[src/rtl/wfts_pkg.sv]
// ----------------------------------------------------------------------------
// wfts_pkg
// Types, segment breakpoints and fixed-point fit coefficients for the wing
// fuel tank split.
// ----------------------------------------------------------------------------
package wfts_pkg;

    localparam int FUEL_W = 18;
    localparam int TANK_W = 16;
    localparam int COEF_W = 31;
    localparam int PROD_W = COEF_W + FUEL_W;
    localparam int SUM_W  = PROD_W + 2;

    // Upper breakpoint of each fill segment (inclusive).
    localparam logic [FUEL_W-1:0] BRK_A = 18'd18000;
    localparam logic [FUEL_W-1:0] BRK_B = 18'd26000;
    localparam logic [FUEL_W-1:0] BRK_C = 18'd36000;
    localparam logic [FUEL_W-1:0] BRK_D = 18'd47000;
    localparam logic [FUEL_W-1:0] BRK_E = 18'd103788;
    localparam logic [FUEL_W-1:0] BRK_F = 18'd158042;
    localparam logic [FUEL_W-1:0] BRK_G = 18'd215702;
    localparam logic [FUEL_W-1:0] BRK_H = 18'd223088;

    // Offsets subtracted before the half or quarter shares.
    localparam logic [FUEL_W-1:0] OFS_OUTER_LOW = 18'd18000;
    localparam logic [FUEL_W-1:0] OFS_FEED_MID  = 18'd8000;
    localparam logic [FUEL_W-1:0] OFS_INNER_LOW = 18'd36000;
    localparam logic [FUEL_W-1:0] OFS_MID_FILL  = 18'd103788;
    localparam logic [FUEL_W-1:0] OFS_INNER_HI  = 18'd147042;
    localparam logic [FUEL_W-1:0] OFS_OUTER_HI  = 18'd207702;

    // Fixed tank fills.
    localparam logic [TANK_W-1:0] FILL_FEED_LOW  = 16'd4500;
    localparam logic [TANK_W-1:0] FILL_OUTER     = 16'd4000;
    localparam logic [TANK_W-1:0] FILL_FEED_MID  = 16'd7000;
    localparam logic [TANK_W-1:0] FILL_INNER     = 16'd5500;
    localparam logic [TANK_W-1:0] FILL_FEED_IN   = 16'd21836;
    localparam logic [TANK_W-1:0] FILL_FEED_OUT  = 16'd20558;
    localparam logic [TANK_W-1:0] FILL_MID       = 16'd27127;
    localparam logic [TANK_W-1:0] FILL_INNER_TOP = 16'd34330;

    // Linear fit slopes and intercepts, scaled by 2^32.
    localparam logic [COEF_W-1:0] A_DE_FEED_IN   = 31'd1122070417;
    localparam logic [COEF_W-1:0] A_DE_FEED_OUT  = 31'd1025413231;
    localparam logic [COEF_W-1:0] A_TOP_FEED_IN  = 31'd420342146;
    localparam logic [COEF_W-1:0] A_TOP_FEED_OUT = 31'd395883334;
    localparam logic [COEF_W-1:0] A_TOP_MID      = 31'd522370331;
    localparam logic [COEF_W-1:0] A_TOP_INNER    = 31'd661086733;
    localparam logic [COEF_W-1:0] A_TOP_OUTER    = 31'd148150515;

    localparam logic signed [SUM_W-1:0] B_DE_FEED_IN   = -51'sd22672538503770;
    localparam logic signed [SUM_W-1:0] B_DE_FEED_OUT  = -51'sd18129650808230;
    localparam logic signed [SUM_W-1:0] B_TOP_FEED_IN  = 51'sd11617236630;
    localparam logic signed [SUM_W-1:0] B_TOP_FEED_OUT = -51'sd20883632067;
    localparam logic signed [SUM_W-1:0] B_TOP_MID      = -51'sd24974542993;
    localparam logic signed [SUM_W-1:0] B_TOP_INNER    = -51'sd34289856050;
    localparam logic signed [SUM_W-1:0] B_TOP_OUTER    = -51'sd9418738888;

    localparam logic signed [SUM_W-1:0] ROUND_HALF = 51'sd2147483648;

    typedef enum logic [3:0] {
        SEG_A   = 4'd0,
        SEG_B   = 4'd1,
        SEG_C   = 4'd2,
        SEG_D   = 4'd3,
        SEG_E   = 4'd4,
        SEG_F   = 4'd5,
        SEG_G   = 4'd6,
        SEG_H   = 4'd7,
        SEG_TOP = 4'd8
    } seg_t;

    // Registered products between the fit stage and the tank stage.
    typedef struct packed {
        seg_t              seg;
        logic [FUEL_W-1:0] fuel;
        logic [PROD_W-1:0] prod_feed_in;
        logic [PROD_W-1:0] prod_feed_out;
        logic [PROD_W-1:0] prod_mid;
        logic [PROD_W-1:0] prod_inner;
        logic [PROD_W-1:0] prod_outer;
    } fit_pipe_t;

    // One value per tank pair; both wings carry the same quantity.
    typedef struct packed {
        logic [TANK_W-1:0] outer;
        logic [TANK_W-1:0] feed_out;
        logic [TANK_W-1:0] mid;
        logic [TANK_W-1:0] inner;
        logic [TANK_W-1:0] feed_in;
    } tank_pair_t;

    // Add intercept, clamp below zero, round half up, saturate at the field top.
    function automatic logic [TANK_W-1:0] fit_round(
        input logic [PROD_W-1:0]       prod,
        input logic signed [SUM_W-1:0] ofs
    );
        logic signed [SUM_W-1:0] sum;
        logic signed [SUM_W-1:0] rnd;
        logic [SUM_W-34:0]       q;
        logic [TANK_W-1:0]       res;
        sum = $signed({2'b00, prod}) + ofs;
        rnd = sum + ROUND_HALF;
        q   = rnd[SUM_W-2:32];
        if (sum[SUM_W-1]) begin
            res = '0;
        end else if (|q[SUM_W-34:TANK_W]) begin
            res = '1;
        end else begin
            res = q[TANK_W-1:0];
        end
        return res;
    endfunction

endpackage

[src/rtl/wfts_fit_stage.sv]
// ----------------------------------------------------------------------------
// wfts_fit_stage
// Decode the fill segment and register the five slope products.
// ----------------------------------------------------------------------------
module wfts_fit_stage
    import wfts_pkg::*;
(
    input  logic              aclk,
    input  logic              en,
    input  logic [FUEL_W-1:0] fuel,
    output fit_pipe_t         pipe
);

    fit_pipe_t         pipe_reg;
    fit_pipe_t         pipe_next;
    seg_t              seg;
    logic [COEF_W-1:0] a_feed_in;
    logic [COEF_W-1:0] a_feed_out;

    always_comb begin
        priority if (fuel <= BRK_A) begin
            seg = SEG_A;
        end else if (fuel <= BRK_B) begin
            seg = SEG_B;
        end else if (fuel <= BRK_C) begin
            seg = SEG_C;
        end else if (fuel <= BRK_D) begin
            seg = SEG_D;
        end else if (fuel <= BRK_E) begin
            seg = SEG_E;
        end else if (fuel <= BRK_F) begin
            seg = SEG_F;
        end else if (fuel <= BRK_G) begin
            seg = SEG_G;
        end else if (fuel <= BRK_H) begin
            seg = SEG_H;
        end else begin
            seg = SEG_TOP;
        end
    end

    // Feed tanks share one multiplier between the two fitted segments.
    assign a_feed_in  = (seg == SEG_TOP) ? A_TOP_FEED_IN  : A_DE_FEED_IN;
    assign a_feed_out = (seg == SEG_TOP) ? A_TOP_FEED_OUT : A_DE_FEED_OUT;

    always_comb begin
        pipe_next.seg           = seg;
        pipe_next.fuel          = fuel;
        pipe_next.prod_feed_in  = PROD_W'(a_feed_in)   * PROD_W'(fuel);
        pipe_next.prod_feed_out = PROD_W'(a_feed_out)  * PROD_W'(fuel);
        pipe_next.prod_mid      = PROD_W'(A_TOP_MID)   * PROD_W'(fuel);
        pipe_next.prod_inner    = PROD_W'(A_TOP_INNER) * PROD_W'(fuel);
        pipe_next.prod_outer    = PROD_W'(A_TOP_OUTER) * PROD_W'(fuel);
    end

    always_ff @(posedge aclk) begin
        if (en) begin
            pipe_reg <= pipe_next;
        end
    end

    assign pipe = pipe_reg;

endmodule

[src/rtl/wfts_tank_stage.sv]
// ----------------------------------------------------------------------------
// wfts_tank_stage
// Round the fits, form the fixed and shared fills, and register the result.
// ----------------------------------------------------------------------------
module wfts_tank_stage
    import wfts_pkg::*;
(
    input  logic       aclk,
    input  logic       en,
    input  fit_pipe_t  pipe,
    output tank_pair_t tanks
);

    tank_pair_t              tanks_reg;
    tank_pair_t              tanks_next;
    logic signed [SUM_W-1:0] b_feed_in;
    logic signed [SUM_W-1:0] b_feed_out;
    logic [TANK_W-1:0]       fit_feed_in;
    logic [TANK_W-1:0]       fit_feed_out;
    logic [TANK_W-1:0]       fit_mid;
    logic [TANK_W-1:0]       fit_inner;
    logic [TANK_W-1:0]       fit_outer;
    logic [FUEL_W-1:0]       d_outer_low;
    logic [FUEL_W-1:0]       d_feed_mid;
    logic [FUEL_W-1:0]       d_inner_low;
    logic [FUEL_W-1:0]       d_mid_fill;
    logic [FUEL_W-1:0]       d_inner_hi;
    logic [FUEL_W-1:0]       d_outer_hi;

    assign b_feed_in  = (pipe.seg == SEG_TOP) ? B_TOP_FEED_IN  : B_DE_FEED_IN;
    assign b_feed_out = (pipe.seg == SEG_TOP) ? B_TOP_FEED_OUT : B_DE_FEED_OUT;

    assign fit_feed_in  = fit_round(pipe.prod_feed_in,  b_feed_in);
    assign fit_feed_out = fit_round(pipe.prod_feed_out, b_feed_out);
    assign fit_mid      = fit_round(pipe.prod_mid,      B_TOP_MID);
    assign fit_inner    = fit_round(pipe.prod_inner,    B_TOP_INNER);
    assign fit_outer    = fit_round(pipe.prod_outer,    B_TOP_OUTER);

    // Offsets wrap outside their own segment; only the selected one is used.
    assign d_outer_low = pipe.fuel - OFS_OUTER_LOW;
    assign d_feed_mid  = pipe.fuel - OFS_FEED_MID;
    assign d_inner_low = pipe.fuel - OFS_INNER_LOW;
    assign d_mid_fill  = pipe.fuel - OFS_MID_FILL;
    assign d_inner_hi  = pipe.fuel - OFS_INNER_HI;
    assign d_outer_hi  = pipe.fuel - OFS_OUTER_HI;

    always_comb begin
        tanks_next = '0;
        unique case (pipe.seg)
            SEG_A: begin
                tanks_next.feed_out = TANK_W'(pipe.fuel >> 2);
                tanks_next.feed_in  = TANK_W'(pipe.fuel >> 2);
            end
            SEG_B: begin
                tanks_next.feed_out = FILL_FEED_LOW;
                tanks_next.feed_in  = FILL_FEED_LOW;
                tanks_next.outer    = TANK_W'(d_outer_low >> 1);
            end
            SEG_C: begin
                tanks_next.outer    = FILL_OUTER;
                tanks_next.feed_out = TANK_W'(d_feed_mid >> 2);
                tanks_next.feed_in  = TANK_W'(d_feed_mid >> 2);
            end
            SEG_D: begin
                tanks_next.feed_out = FILL_FEED_MID;
                tanks_next.feed_in  = FILL_FEED_MID;
                tanks_next.outer    = FILL_OUTER;
                tanks_next.inner    = TANK_W'(d_inner_low >> 1);
            end
            SEG_E: begin
                tanks_next.outer    = FILL_OUTER;
                tanks_next.inner    = FILL_INNER;
                tanks_next.feed_in  = fit_feed_in;
                tanks_next.feed_out = fit_feed_out;
            end
            SEG_F: begin
                tanks_next.outer    = FILL_OUTER;
                tanks_next.inner    = FILL_INNER;
                tanks_next.feed_in  = FILL_FEED_IN;
                tanks_next.feed_out = FILL_FEED_OUT;
                tanks_next.mid      = TANK_W'(d_mid_fill >> 1);
            end
            SEG_G: begin
                tanks_next.outer    = FILL_OUTER;
                tanks_next.feed_in  = FILL_FEED_IN;
                tanks_next.feed_out = FILL_FEED_OUT;
                tanks_next.mid      = FILL_MID;
                tanks_next.inner    = TANK_W'(d_inner_hi >> 1);
            end
            SEG_H: begin
                tanks_next.feed_in  = FILL_FEED_IN;
                tanks_next.feed_out = FILL_FEED_OUT;
                tanks_next.mid      = FILL_MID;
                tanks_next.inner    = FILL_INNER_TOP;
                tanks_next.outer    = TANK_W'(d_outer_hi >> 1);
            end
            SEG_TOP: begin
                tanks_next.feed_in  = fit_feed_in;
                tanks_next.feed_out = fit_feed_out;
                tanks_next.mid      = fit_mid;
                tanks_next.inner    = fit_inner;
                tanks_next.outer    = fit_outer;
            end
            default: begin
                tanks_next = '0;
            end
        endcase
    end

    always_ff @(posedge aclk) begin
        if (en) begin
            tanks_reg <= tanks_next;
        end
    end

    assign tanks = tanks_reg;

endmodule

[src/rtl/wing_fuel_tank_split.sv]
// ----------------------------------------------------------------------------
// wing_fuel_tank_split
// Split a total wing fuel quantity over the ten wing tanks.
// ----------------------------------------------------------------------------
// Usage:
//   Slave stream s_* carries one quantity per transaction (wing_fuel, kg).
//   Master stream m_* returns one transaction per quantity with the ten
//   tank quantities, left outer in the low bits through right outer on top.
//   The three stages are an input register, a register after the slope
//   multipliers, and the result register. Throughput is one transaction per
//   cycle while the receiver does not stall; the multiplier stage holds five
//   parallel multipliers, one per tank pair.
//   The pipeline advances as one whole whenever the result register is empty
//   or the receiver takes its transaction, so s_tready follows m_tready
//   while a result is held. A stalled receiver freezes every stage, and the
//   held result stays on m_tdata.
//   Reset clears the stage valid flags only; data registers keep their
//   contents and nothing is shown until new input arrives.
// ----------------------------------------------------------------------------
module wing_fuel_tank_split
    import wfts_pkg::*;
(
    input  logic         aclk,
    input  logic         aresetn,
    input  logic         s_tvalid,
    output logic         s_tready,
    input  logic [23:0]  s_tdata,   // [17:0] wing_fuel, [23:18] zero pad
    output logic         m_tvalid,
    input  logic         m_tready,
    output logic [159:0] m_tdata    // left_outer, left_feed_one, left_mid,
                                    // left_inner, left_feed_two,
                                    // right_feed_three, right_inner,
                                    // right_mid, right_feed_four,
                                    // right_outer; 16 bits each, low first
);

    logic              en;
    logic              in_valid_reg;
    logic              fit_valid_reg;
    logic              out_valid_reg;
    logic [FUEL_W-1:0] fuel_reg;
    fit_pipe_t         pipe;
    tank_pair_t        tanks;

    // Advance all stages together unless a finished result is blocked.
    assign en       = !out_valid_reg || m_tready;
    assign s_tready = en;

    always_ff @(posedge aclk) begin
        if (!aresetn) begin
            in_valid_reg  <= 1'b0;
            fit_valid_reg <= 1'b0;
            out_valid_reg <= 1'b0;
        end else if (en) begin
            in_valid_reg  <= s_tvalid;
            fit_valid_reg <= in_valid_reg;
            out_valid_reg <= fit_valid_reg;
        end
    end

    // Capture the quantity; pad bits are dropped.
    always_ff @(posedge aclk) begin
        if (en) begin
            fuel_reg <= s_tdata[FUEL_W-1:0];
        end
    end

    wfts_fit_stage u_fit (
        .aclk (aclk),
        .en   (en),
        .fuel (fuel_reg),
        .pipe (pipe)
    );

    wfts_tank_stage u_tank (
        .aclk  (aclk),
        .en    (en),
        .pipe  (pipe),
        .tanks (tanks)
    );

    assign m_tvalid = out_valid_reg;

    // Mirror each pair onto both wings.
    assign m_tdata = {tanks.outer,    tanks.feed_out, tanks.mid,
                      tanks.inner,    tanks.feed_in,  tanks.feed_in,
                      tanks.inner,    tanks.mid,      tanks.feed_out,
                      tanks.outer};

`ifndef SYNTHESIS
    // Left and right wings always carry the same quantity per tank pair.
    a_wing_symmetry: assert property (@(posedge aclk) disable iff (!aresetn)
        m_tvalid |-> (m_tdata[15:0] == m_tdata[159:144]) &&
                     (m_tdata[31:16] == m_tdata[143:128]) &&
                     (m_tdata[47:32] == m_tdata[127:112]) &&
                     (m_tdata[63:48] == m_tdata[111:96]) &&
                     (m_tdata[79:64] == m_tdata[95:80]))
        else $error("wing tank pair mismatch");

    // An accepted quantity reaches the output when the pipeline keeps advancing after it is taken.
    a_latency: assert property (@(posedge aclk) disable iff (!aresetn)
        (s_tvalid && s_tready) ##1 s_tready ##1 s_tready |=> m_tvalid)
        else $error("accepted quantity did not reach the output");

    // A result only appears when the multiplier stage held a valid item.
    a_no_phantom: assert property (@(posedge aclk) disable iff (!aresetn)
        $rose(m_tvalid) |-> $past(fit_valid_reg))
        else $error("result appeared without a valid item behind it");

    // A stalled result freezes the stages behind it.
    a_stall_hold: assert property (@(posedge aclk) disable iff (!aresetn)
        (m_tvalid && !m_tready) |=> $stable(fuel_reg) && $stable(fit_valid_reg))
        else $error("pipeline moved while the result was blocked");
`endif

endmodule
[config.mk]
export PLATFORM = sky130hd
export DESIGN_NAME = wing_fuel_tank_split
export DESIGN_NICKNAME = d
export VERILOG_FILES = /design/src/rtl/wfts_pkg.sv /design/src/rtl/wfts_fit_stage.sv /design/src/rtl/wfts_tank_stage.sv /design/src/rtl/wing_fuel_tank_split.sv
export SDC_FILE = /design/constraint.sdc
export NUM_CORES = 2
export LEC_CHECK = 0
export ABC_AREA = 1
export ABC_CLOCK_PERIOD_IN_PS = 10700
export BUFFER_PORTS_ARGS = -buffer_cell sky130_fd_sc_hd__buf_2
export CAP_MARGIN = 20
export CORE_MARGIN = 5
export CORE_UTILIZATION = 50
export DETAILED_ROUTE_END_ITERATION = 8
export GPL_TIMING_DRIVEN = 0
export PLACE_DENSITY = 0.66
export SLEW_MARGIN = 40
export SYNTH_ARGS = -nofsm -noshare
export SYNTH_HDL_FRONTEND = slang
export SYNTH_SLANG_ARGS = --single-unit
[constraint.sdc]
create_clock -name aclk -period 10.7 [get_ports aclk]
set_input_delay 0.535 -clock aclk [delete_from_list [all_inputs] [get_ports aclk]]
set_output_delay 0.535 -clock aclk [all_outputs]
set_load 0.05 [all_outputs]
# After elaboration in Yosys (flattened, before gate mapping)
# Index checks and enable logic that the tools add are counted.
[totals] regBits=362 word_cells=94 output_inout_bits=162
[classes] add_sub_neg=16 order_cmp=8 mul=5 n_reduce_logical=13 n_eq_ne=9 n_mux=27
[op_table] cell="16-bit one-hot mux with 6 select lines" n=2
[op_table] cell="16-bit 2-to-1 mux" n=10
[op_table] cell="50-bit by 33-bit adder with 50-bit output, second input constant" n=3
[op_table] cell="31-bit by 18-bit multiplier with 49-bit output" n=2
[op_table] cell="16-bit one-hot mux with 5 select lines" n=1
[op_table] cell="16-bit one-hot mux with 4 select lines" n=1
[op_table] cell="18-bit less-or-equal comparator, second input constant" n=3
[op_table] cell="50-bit by 46-bit adder with 51-bit output" n=1
[op_table] cell="50-bit by 51-bit adder with 51-bit output" n=1
[op_table] cell="51-bit 2-to-1 mux" n=1
[op_table] cell="49-bit by 33-bit adder with 50-bit output, second input constant" n=1
[op_table] cell="49-bit by 36-bit adder with 50-bit output, second input constant" n=1
[op_table] cell="48-bit by 33-bit adder with 49-bit output, second input constant" n=1
[op_table] cell="48-bit by 36-bit adder with 49-bit output, second input constant" n=1
[op_table] cell="47-bit by 35-bit adder with 48-bit output, second input constant" n=1
[op_table] cell="30-bit by 18-bit multiplier with 48-bit output, first input constant" n=1
[op_table] cell="16-bit one-hot mux with 3 select lines" n=1
[op_table] cell="29-bit by 18-bit multiplier with 47-bit output, first input constant" n=1
[op_table] cell="28-bit by 18-bit multiplier with 46-bit output, first input constant" n=1
[op_table] cell="45-bit 2-to-1 mux" n=1
[op_table] cell="18-bit by 15-bit less-or-equal comparator with 1-bit output, second input constant" n=2
[op_table] cell="18-bit by 16-bit less-or-equal comparator with 1-bit output, second input constant" n=2
[op_table] cell="17-bit subtractor, second input constant" n=2
[op_table] cell="4-bit 2-to-1 mux" n=8
[op_table] cell="other kinds (17)" n=29

# Depth between registers and ports, before layout
[logic_depth] ltp_word=12 depth_mapped=45 ltp_nobuf=44

# By module
# A second synthesis with hierarchy kept.
[hier_totals] cells_unflattened=10594 area_unflattened_um2=80283.2
[by_module_without_submodules] mod="wfts_fit_stage" seq_area_each_um2=7597.3 cells_each=6484 area_each_um2=58454.8 instances=1
[by_module_without_submodules] mod="wfts_tank_stage" seq_area_each_um2=2402.3 cells_each=3994 area_each_um2=20562.2 instances=1
[by_module_without_submodules] mod="wing_fuel_tank_split" seq_area_each_um2=600.6 cells_each=116 area_each_um2=1266.2 instances=1

# Least setup slack after synthesis
# No wires, ideal clock.
[synth_timing] path_kind="reg2reg" from="reg fuel_reg[5]" to="reg u_fit.pipe_reg (netlist bit u_fit.pipe[190]), data pin" required_ns=10.435 n_path_buf=1 synth_period_minus_slack_ns=8.476 slack_ns=2.224 stages_incl_launch_ff=40 arrival_ns=8.211 path_cell_list="edfxtp_1 inv_1 ha_1 nand2_1 a21oi_1 o21ai_1 nand2_1 nand2_1 a21oi_1 o21ai_1 nand2_1 nand2_1 nor2_1 nand4_1 inv_1 nand2_1 buf_2 nand2_1 (+4 left out) inv_1 fa_1 inv_1 fa_1 inv_1 fa_1 fa_1 ha_1 nand2_1 nor2_1 inv_1 nor3_1 nand3_1 o211a_1 o21ai_0 a21boi_0 o21ai_0 xor2_1"
[synth_lines] item="from (decl)" line="wing_fuel_tank_split.sv:41" source="logic [FUEL_W-1:0] fuel_reg;"
[synth_lines] item="from (signal assigned)" line="wing_fuel_tank_split.sv:64" source="fuel_reg <= s_tdata[FUEL_W-1:0];"
[synth_lines] item="to (signal assigned)" line="wfts_fit_stage.sv:58" source="pipe_reg <= pipe_next;"
[synth_lines] item="to (decl)" line="wfts_fit_stage.sv:14" source="fit_pipe_t pipe_reg;"

==> results.sh <==
export IMPL_maxSlewViolCount=0
export IMPL_num_rows=141
export IMPL_min_path_cells=1
export IMPL_final_period_utilization=0.989
export IMPL_clk_pin_slew_ns=0.07
export IMPL_dr_pass1_iters=7
export IMPL_synthTopCellsByCount="2307 x inv_1, 1666 x nand2_1, 1063 x fa_1"
export IMPL_clk_latency_ns=0.70
export IMPL_synth_top_cell_area_share=0.286
export IMPL_port_buffers=183
export IMPL_synth_top_cell_by_area="fa_1"
export IMPL_synth_avg_cell_area_um2=8.10
export IMPL_htree_levels=2
export IMPL_cts_sinks=355
export IMPL_fillers=13991
export IMPL_timing_final_crit_period_ns=10.58
export IMPL_drive_above_1_share=0.0721
export IMPL_clk_path_buf_depth=3
export IMPL_drv_cap=0
export IMPL_hold_ws_ns=0.0315
export IMPL_finalWirelength_um=275000
export IMPL_fp_coreArea_mm2=0.148
export IMPL_dpl_cell_area_mm2=0.0790
export IMPL_clock_skew_ns=0.0775
export IMPL_routed_via_density=5.53
export IMPL_yosys_top_cells_area="fa_1 29%, ha_1 16%, edfxtp_1 14%, inv_1 12%, nand2_1 8.4%"
export IMPL_antenna_found_initial=10
export IMPL_final_setup_viol_count=0
export IMPL_yosysMostFrequentCell="inv_1"
export IMPL_worstSetupStartpointType="flip-flop"
export IMPL_syn2layout_area_growth_pct=8.66
export IMPL_multi_input_area_mm2=0.0546
export IMPL_reg2regPathDepth=36
export IMPL_dp_slack_ns=-0.199
export IMPL_gp_congestion=1.06
export IMPL_cts_tree="done"
export IMPL_regArea_mm2=0.0106
export IMPL_cp_slowest_cell="fa_1"
export IMPL_wl_per_cell_um=23.9
export IMPL_yosys_most_used_dff="edfxtp_1"
export IMPL_crit_path_max_fanout=11
export IMPL_start_util=0.504
export IMPL_track_usage=0.349
export IMPL_numCtsBuffers=44
export IMPL_final_nets=11610
export IMPL_syn_cell_area_mm2=0.0745
export IMPL_grt_max_degree=82
export IMPL_synth_edf_count=352
export IMPL_drc=0
export IMPL_max_slew_margin=0.354
export IMPL_rsz0062_at_grt="false"
export IMPL_synth_seq_cells=355
export IMPL_grt_pass1_wl_um=406000
export IMPL_ys_seq_area_frac=0.143
export IMPL_hold_viol_final=0
export IMPL_cpMostUsedCell="fa_1"
export IMPL_die_h_um=396
export IMPL_cts_root_buf="clkbuf_16"
export IMPL_first_iter_violations=6415
export IMPL_die_x_um=396
export IMPL_ant_nets=0
export IMPL_post_synth_num_cell_types=70
export IMPL_critPathKind="flip-flop to flip-flop"
export IMPL_final_area_mm2=0.0809
export IMPL_fp_dieArea_mm2=0.157
export IMPL_slowest_delay_ns=0.59
export IMPL_grt_pass1_vias=63090
export IMPL_setup_slack_ns=0.122
export IMPL_crit_required_ns=11.08
export IMPL_arrival_ns=10.96
export IMPL_outcome="finished, final reports clean"
export IMPL_final_util=0.548
export IMPL_ios=190
export IMPL_largest_register_ffs=254
export IMPL_netlist_instances=9196
export IMPL_ys_warn_count=0
export IMPL_grt_overflow=0
export IMPL_fmax_mhz=94.5
export IMPL_via_count=63787
export IMPL_min_path_type="input pin to flip-flop"
export IMPL_endpoint_kind="flip-flop"
export IMPL_synthArstFlopShare=0
export IMPL_tightest_slew_ns=0.970
export IMPL_hpwl_um=240000
==> cells by family after synthesis <==
logic type | after synthesis | synth area share
xor+xnor | 269 | 0.0316
flops | 355 | 0.143
buf+inv | 2467 | 0.129
compound gates | 963 | 0.0727
other cells | 2 | 0.000101
simple gates | 3127 | 0.179
fa+ha+maj | 2013 | 0.445
==> stage by stage <==
step / TNS (ns) / cells
2_1_floorplan: 0 / 9232
3_3_place_gp: -288.98 / 11345
6_report: 0 / 11536
3_5_place_dp: -0.220 / 11418
4_1_cts: 0 / 11509
5_1_grt: 0 / 11534
==> placed cells by master (no fill, tap or decap), drive strengths merged, types with 21 or more instances in the layout <==
master,netlist,layout
inv,2340,2341
nand2,1704,1704
fa,1063,1063
ha,950,950
nor2,786,786
a21oi,420,420
buf,95,376
edfxtp,352,352
nand3,331,331
o21ai,297,297
xor2,163,163
nand4,120,120
xnor2,106,106
nor3,103,103
a31oi,86,86
clkbuf,27,83
conb,2,38
o211ai,26,26
nor4,24,24
o21bai,24,24
nand3b,21,21
o21a,21,21
==> worst max-delay path: cells and delay by family, from the launching register on <==
family | cells | cell delay (ns)
simple gates | 9 | 1.79
buf+inv | 9 | 1.75
fa+ha+maj | 8 | 3.89
flops | 1 | 0.51
compound gates | 9 | 1.81
xor+xnor | 1 | 0.48
==> metal layers <==
layer	routed length, um	part of all wire	global-route usage
met5	21	0.000076	0
met4	14500	0.053	0.144
met3	33800	0.12	0.115
met2	110000	0.40	0.497
met1	117000	0.42	0.490
==> final timing paths <==
kind | slack (ns) | to | from
setup / recovery | 0.12 | u_fit.pipe[244]$_DFFE_PP_ | fuel_reg[11]$_DFFE_PP_
hold / removal | 0.03 | fuel_reg[0]$_DFFE_PP_ | s_tdata[0]
setup reg to reg | 0.12 | u_fit.pipe[244]$_DFFE_PP_ | fuel_reg[11]$_DFFE_PP_
hold reg to reg | 0.47 | m_tvalid$_SDFFE_PN0P_ | fit_valid_reg$_SDFFE_PN0P_
==> final cells by class <==
| type | count | share of cell area |
|---|---|---|
| inverter | 2345 | 0.109 |
| multi-input combinational | 6410 | 0.675 |
| clock inverter | 26 | 0.00345 |
| clock buffer | 55 | 0.0145 |
| antenna | 2 | 0.0000618 |
| sequential | 355 | 0.131 |
| tap | 1930 | 0.0298 |
| buffer | 122 | 0.00994 |
| timing repair buffer | 291 | 0.0267 |
==> what timing repair did <==
item | CTS | global route
setup buffers | 2 | 24
resized for setup | 2 | 23
setup endpoints to repair | 4 | 19
endpoints found under the hold margin | 8 | 0
hold buffers | 8 | 0
Power is left out: the tool's default activity adds up to more than one toggle a clock period on the data nets, which glitch-free logic cannot reach.
